$ cat config.mk
export PLATFORM = sky130hd
export DESIGN_NAME = ialu_cell
export DESIGN_NICKNAME = d
export VERILOG_FILES = /design/src/hdl/ialu_pkg.sv /design/src/hdl/ialu_cell.sv
export SDC_FILE = /design/constraint.sdc
export NUM_CORES = 2
export LEC_CHECK = 0
export CAP_MARGIN = 20
export CORE_MARGIN = 1.5
export CORE_UTILIZATION = 57
export DETAILED_ROUTE_END_ITERATION = 6
export DONT_BUFFER_PORTS = 1
export GPL_TIMING_DRIVEN = 1
export PLACE_DENSITY = 0.82
export SLEW_MARGIN = 20
export SYNTH_ARGS = -nofsm -noshare
export SYNTH_HDL_FRONTEND = slang
export SYNTH_SLANG_ARGS = --single-unit
$ cat constraint.sdc
create_clock -name clk -period 0.95 [get_ports clk]
set_clock_uncertainty 0.05 [all_clocks]
set_input_delay 0.0475 -clock clk [delete_from_list [all_inputs] [get_ports clk]]
set_output_delay 0.0475 -clock clk [all_outputs]
set_load 0.05 [all_outputs]
$ cat src/hdl/ialu_pkg.sv
// Package for the signed integer ALU: operation and status codes, control bundle
// carried from cell to cell along the pipeline.
// No dependencies.
package ialu_pkg;

    typedef enum logic [2:0] {
        OP_ADD = 3'd0,
        OP_SUB = 3'd1,
        OP_MUL = 3'd2,
        OP_DIV = 3'd3,
        OP_REM = 3'd4,
        OP_POW = 3'd5,
        OP_UN6 = 3'd6,
        OP_UN7 = 3'd7
    } op_t;

    typedef enum logic [1:0] {
        ST_OK           = 2'd0,
        ST_DIV_ZERO     = 2'd1,
        ST_UNSUPPORTED  = 2'd2,
        ST_ZERO_NEG_POW = 2'd3
    } status_t;

    // control that travels alongside each item
    typedef struct packed {
        logic    vld;
        op_t     op;
        logic    neg_q;    // negate quotient at the end
        logic    neg_r;    // negate remainder at the end
        logic    fixed;    // result already settled at entry
        status_t st;
    } ctl_t;

endpackage

$ cat src/hdl/ialu_cell.sv
// One pipeline cell: one restoring-division step or one square-and-multiply step.
// Depends on ialu_pkg.
module ialu_cell #(
    parameter int W = 32
) (
    input  logic            clk,
    input  logic            rst_n,
    input  logic            en,
    input  ialu_pkg::ctl_t  ctl_in,
    input  logic [W-1:0]    rem_in,   // partial remainder / power accumulator
    input  logic [W-1:0]    quo_in,   // dividend bits then quotient / exponent
    input  logic [W-1:0]    div_in,   // divisor magnitude / power base
    output ialu_pkg::ctl_t  ctl_out,
    output logic [W-1:0]    rem_out,
    output logic [W-1:0]    quo_out,
    output logic [W-1:0]    div_out
);
    ialu_pkg::ctl_t ctl_reg;
    logic [W-1:0]   rem_reg, quo_reg, div_reg;
    logic [W-1:0]   rem_next, quo_next, div_next;
    logic [W:0]     trial;
    logic [W:0]     diff;
    logic           is_pow;

    always_comb
    begin
        is_pow   = (ctl_in.op == ialu_pkg::OP_POW);
        trial    = {rem_in, quo_in[W-1]};
        diff     = trial - {1'b0, div_in};
        rem_next = rem_in;
        quo_next = quo_in;
        div_next = div_in;
        if (ctl_in.fixed)
        begin
            rem_next = rem_in;
        end
        else if (is_pow)
        begin
            // exponent consumed LSB first: acc times base if bit set, base squared
            if (quo_in[0])
                rem_next = W'(rem_in * div_in);
            div_next = W'(div_in * div_in);
            quo_next = {1'b0, quo_in[W-1:1]};
        end
        else
        begin
            if (!diff[W])
            begin
                rem_next = diff[W-1:0];
                quo_next = {quo_in[W-2:0], 1'b1};
            end
            else
            begin
                rem_next = trial[W-1:0];
                quo_next = {quo_in[W-2:0], 1'b0};
            end
        end
    end

    always_ff @(posedge clk or negedge rst_n)
    begin
        if (!rst_n)
            ctl_reg <= '0;
        else if (en)
            ctl_reg <= ctl_in;
    end

    always_ff @(posedge clk)
    begin
        if (en)
        begin
            rem_reg <= rem_next;
            quo_reg <= quo_next;
            div_reg <= div_next;
        end
    end

    assign ctl_out = ctl_reg;
    assign rem_out = rem_reg;
    assign quo_out = quo_reg;
    assign div_out = div_reg;
endmodule

# After elaboration in Yosys (flattened, before gate mapping)
# Index checks and enable logic that the tools add are counted.
# word_totals
ff_bits	105
in_bits	108
output_inout_bits	105
elab_cells	22
# op_classes
addsub	1
n_mul	2
eq_ne	1
n_mux	9
# ops
cell	n
$mux W32	8
$mul A32 B32 Y32	2
$sub A33 B32 Y33	1
$eq A3 B3 Y1 const B	1
$mux W1	1

# Depth between registers and ports, before layout
# logic_depth
depth_word	4
ltp_mapped	29
mapped_depth_nobuf	27

# Worst setup path before layout
# No wires, ideal clock.
# synth_timing
path_kind	input -> register
from	input div_in[6]
to	register rem_reg[31] (netlist: rem_out[31]), data pin
setup_time_ns	0.281
arrival_time_ns	6.574
t_required_ns	0.619
path_slack_ns	-5.955
path_stages	27
path_buffers	3
path_cell_list	clkbuf_1 > clkbuf_1 > and2_1 > fa_1 > fa_1 > fa_1 > inv_1 > fa_1 > inv_1 > fa_1 > inv_1 > fa_1 > inv_1 > fa_1 > fa_1 > ha_1 > buf_2 > nand3_1 > o211ai_1 > a311oi_1 > or4_1 > a31oi_1 > a21o_1 > a31oi_1 > xnor2_1 > nor2_1 > a311oi_2
# synth_between
elab_chain_cells	4
word_cells_on_any_way	6
cone_classes	add/sub (1); mul (1); mux (4)
# synth_rtl
element	line	text
from (decl)	ialu_cell.sv:12	input logic [W-1:0] div_in,
$mul A32 B32 Y32 or $sub A33 B32 Y33 (tied branches)	ialu_cell.sv:41, ialu_cell.sv:29	
$mux W32, on equally long branches	ialu_cell.sv:40, ialu_cell.sv:47	
$mux W32 *	ialu_cell.sv:37	else if (is_pow)
$mux W32 *	ialu_cell.sv:33	if (ctl_in.fixed)
named net rem_next[31]	ialu_cell.sv:20	logic [W-1:0] rem_next, quo_next, div_next;
to (signal assigned)	ialu_cell.sv:72	rem_reg <= rem_next;
to (decl)	ialu_cell.sv:19	logic [W-1:0] rem_reg, quo_reg, div_reg;
# The timed path passes the listed nets; every way through them passes the cells marked *.
# A chain may end at the register's enable or synchronous reset.

# Worst setup path in the final report
# layout_timing
from	input div_in[4]
to	register div_reg[31] (netlist: div_out[31]), data pin
# layout_between
elab_chain_cells	3
# layout_rtl
element	line	text
$mul A32 B32 Y32	ialu_cell.sv:42	div_next = W'(div_in * div_in);
$mux W32	ialu_cell.sv:37	
$mux W32	ialu_cell.sv:33	
named net div_next[31]	ialu_cell.sv:20	
to (signal assigned)	ialu_cell.sv:74	div_reg <= div_next;
to (decl)	ialu_cell.sv:19	
# The timed path passes the listed nets, and every way through them passes these cells.

==> flow_summary.yaml <==
grt:
  grt_pass1_wl_mm: 188.4
  gr-usage-all-layers_pct: 39.77
  grt_antenna_before_repair: 17
  grt_max_degree: 106
  first_global_vias: 33960
  grt.overflow.total: 0
floorplan:
  initial_utilization_pct: 57.99
  die_x_um: 251.5
  ios: 213
  core_sq_um: 60700
  fp.dieH_um: 251.5
  die-area_sq_um: 63250
  num_rows: 90
worst_setup_path:
  crit_family: "adder cells"
  r2r_slack_ns: -0.11
  cp-end-kind: "flop"
  worstSetupStartpointType: "input pin"
  r2r_cells: 2
  timing.rr.end: "ctl_out[5]$_DFFE_PN0P_"
  critPathMaxStageDelay_ns: 0.61
  path_max_fanout: 45
  crit_slowest_cell: "fa_2"
  crit_top_cell: "fa_1"
  cp_num_buf_inv: 7
  arrival_ns: 6.71
  worstReg2RegStart: "ctl_out[5]$_DFFE_PN0P_"
  critical_path_class: "in -> reg"
  worst_ep_required_time_ns: 1.11
sta:
  max_slew.worst_pin.slew_ns: 1.159
  rsz0062_at_grt: "true"
  slew_headroom_pct: 22.47
  setup_tns_ns: -285.87
  setup_viol: 196
  hold_slack_ns: -0.3325
  max_freq_mhz: 152.8
  hold_viol: 148
  period_minus_slack_ns: 6.544
  setup_slack_ns: -5.594
  slew_viol_final: 0
  timing.final.crit_share_pct: 688.9
drt:
  routed-wl-met3_mm: 21.10
  antenna_left: 0
  drc: 5
  met1Wirelength_mm: 41.76
  via_count: 31620
  dr.max_layer_used: "met5"
  wl_mm: 138.1
  post_drt_wl_per_cell_um: 26.92
  first_iter_violations: 3430
  met2_length_mm: 59.42
  via_per_inst: 6.166
  dr.pass1.iters: 7
status:
  violations: "design-rule violations, negative hold slack, negative setup slack"
  status: "finished with violations"
synth:
  synth_area_leaders: "fa_1, ha_1, inv_1"
  synth_edf_count: 96
  synth_largest_area_cell: "fa_1"
  yosysUniqueCellTypes: 79
  async_reset_ff_share_pct: 8.571
  synth_top_cell_area_share_pct: 44.14
  yosys_warnings: 0
  syn_inst: 3770
  syn_area_per_cell_sq_um: 9.336
  yosysSeqAreaShare_pct: 8.830
  ys_ff_latch: 105
  synth_ff_type: "edfxtp_1"
  synth.net_count: 4950
  netlist_area_sq_um: 35200
clock_tree:
  tritoncts: "done"
  cts-root-buf: "clkbuf_16"
  cts_buffer_depth: 2
  clkTransAtPathRegs_ns: 0.14
  clock-sinks: 105
  worstSkewPairLatency_ns: 0.42
  numCtsBuffers: 9
  h-tree-depth: 3
worst_hold_path:
  min_to: "div_out[29]$_DFFE_PP_"
  hold_path.class: "in -> reg"
  hold_depth: 0
  hp-start: "en"
cells_and_area:
  fillers: 3849
  drive_above_1_share_pct: 24.04
  seqCellArea_sq_um: 3119
  synthToLayoutAreaGrowth_pct: 26.57
  multi_input_area_sq_um: 30330
  final_nets: 5509
placed_design:
  io_buffers: 0
  hpwl_mm: 84.61
  gp_congestion: 0.9833
run:
  maxCapViolCount: 0
[cell usage after synthesis, types with 14 or more instances]
library cell / count
clkbuf_1: 168
nand2_1: 442
a22oi_1: 20
inv_1: 831
xnor2_1: 113
nand3_1: 18
mux2i_1: 55
a21o_1: 24
edfxtp_1: 96
and2_1: 282
o21ai_0: 95
nor3_1: 14
ha_1: 296
fa_1: 776
xor2_1: 49
nor2_1: 195
a21oi_1: 70
o21ai_1: 23
[cell type report]
cell class	instances	area share, %
repair buffers	726	14.81
inverters	838	7.207
flip-flops and latches	105	7.002
clock inverters	7	0.1460
clock buffers	9	0.5055
multi-input cells	2649	68.07
diodes	12	0.06740
well taps	782	2.196
[logic make-up after synthesis]
family,synth area share [%]
adders and majority gates,54.66
muxes,1.916
and+or+nand+nor,13.44
buffers and inverters,10.93
xor gates and xnor gates,4.109
DFF,8.830
AOI/OAI and AO/OA,6.111
[layer usage]
layer / global-route usage, % / vias to the layer above
li1: - / 12470
met1: 44.29 / 15360
met5: 0 / -
met4: 31.84 / 18
met3: 12.72 / 1155
met2: 63.05 / 2623
[cell usage in the layout (no fill, tap or decap), types with 16 or more instances in the layout]
| cell type | count |
|---|---|
| a21oi_1 | 47 |
| buf_6 | 156 |
| dlygate4sd3_1 | 88 |
| o21ai_0 | 30 |
| fa_2 | 37 |
| edfxtp_1 | 96 |
| ha_4 | 62 |
| inv_2 | 45 |
| a21oi_2 | 21 |
| and2_1 | 270 |
| o21ai_1 | 76 |
| a21o_1 | 24 |
| buf_4 | 455 |
| inv_1 | 775 |
| nand3_1 | 16 |
| fa_1 | 739 |
| mux2i_1 | 40 |
| xnor2_1 | 100 |
| nor2_1 | 165 |
| buf_12 | 16 |
| nand2_1 | 422 |
| xor2_1 | 43 |
| ha_1 | 227 |
[repair_timing]
action,4_1_cts,5_1_grt
buffers inserted,33,35
endpoints found under the hold margin,204,139
hold buffers,88,2
pin swaps,151,156
gates resized for setup,227,280
gates cloned,0,8
endpoints found under the setup margin,189,197
[through the flow]
step                instance area, sq um  worst slack [ns]  hold WS [ns]  util [%]  std cells
floorplan                          36500            -5.667       -0.2981         -       3770
global placement                   40700            -5.789       -0.2979     67.05       4956
detailed placement                 40700            -5.899       -0.2979     67.05       4956
CTS                                42990            -5.315       -0.3070     70.82       5085
global route                       44530            -5.730       -0.3669     73.36       5118
finish                             44550            -5.594       -0.3325     73.40       5128
[registers in the layout (all words and copies together), names as in the netlist]
name,flops
quo_out,32
rem_out,32
div_out,32
ctl_out,9
[worst register-to-register path, delay by kind of cell (launching register included)]
family                 cells  cell delay (ns)
DFF                        1             0.43
muxes                      1             0.32
buffers and inverters      1             0.14
[how the worst max path moves through the flow]
stage / slack [ns] / endpoint / from / cells past startpoint
6_report: -5.59 / div_out[31]$_DFFE_PP_ / div_in[4] / 26
4_1_cts: -5.31 / rem_out[31]$_DFFE_PP_ / div_in[7] / 24
3_3_place_gp: -5.79 / rem_out[31]$_DFFE_PP_ / rem_in[16] / 24
3_5_place_dp: -5.90 / rem_out[31]$_DFFE_PP_ / div_in[7] / 24
5_1_grt: -5.73 / div_out[31]$_DFFE_PP_ / div_in[4] / 26
2_1_floorplan: -5.67 / rem_out[31]$_DFFE_PP_ / div_in[4] / 27
Power is not shown: default switching activity piles up to over one toggle a cycle in this logic, so the estimate is an artifact.
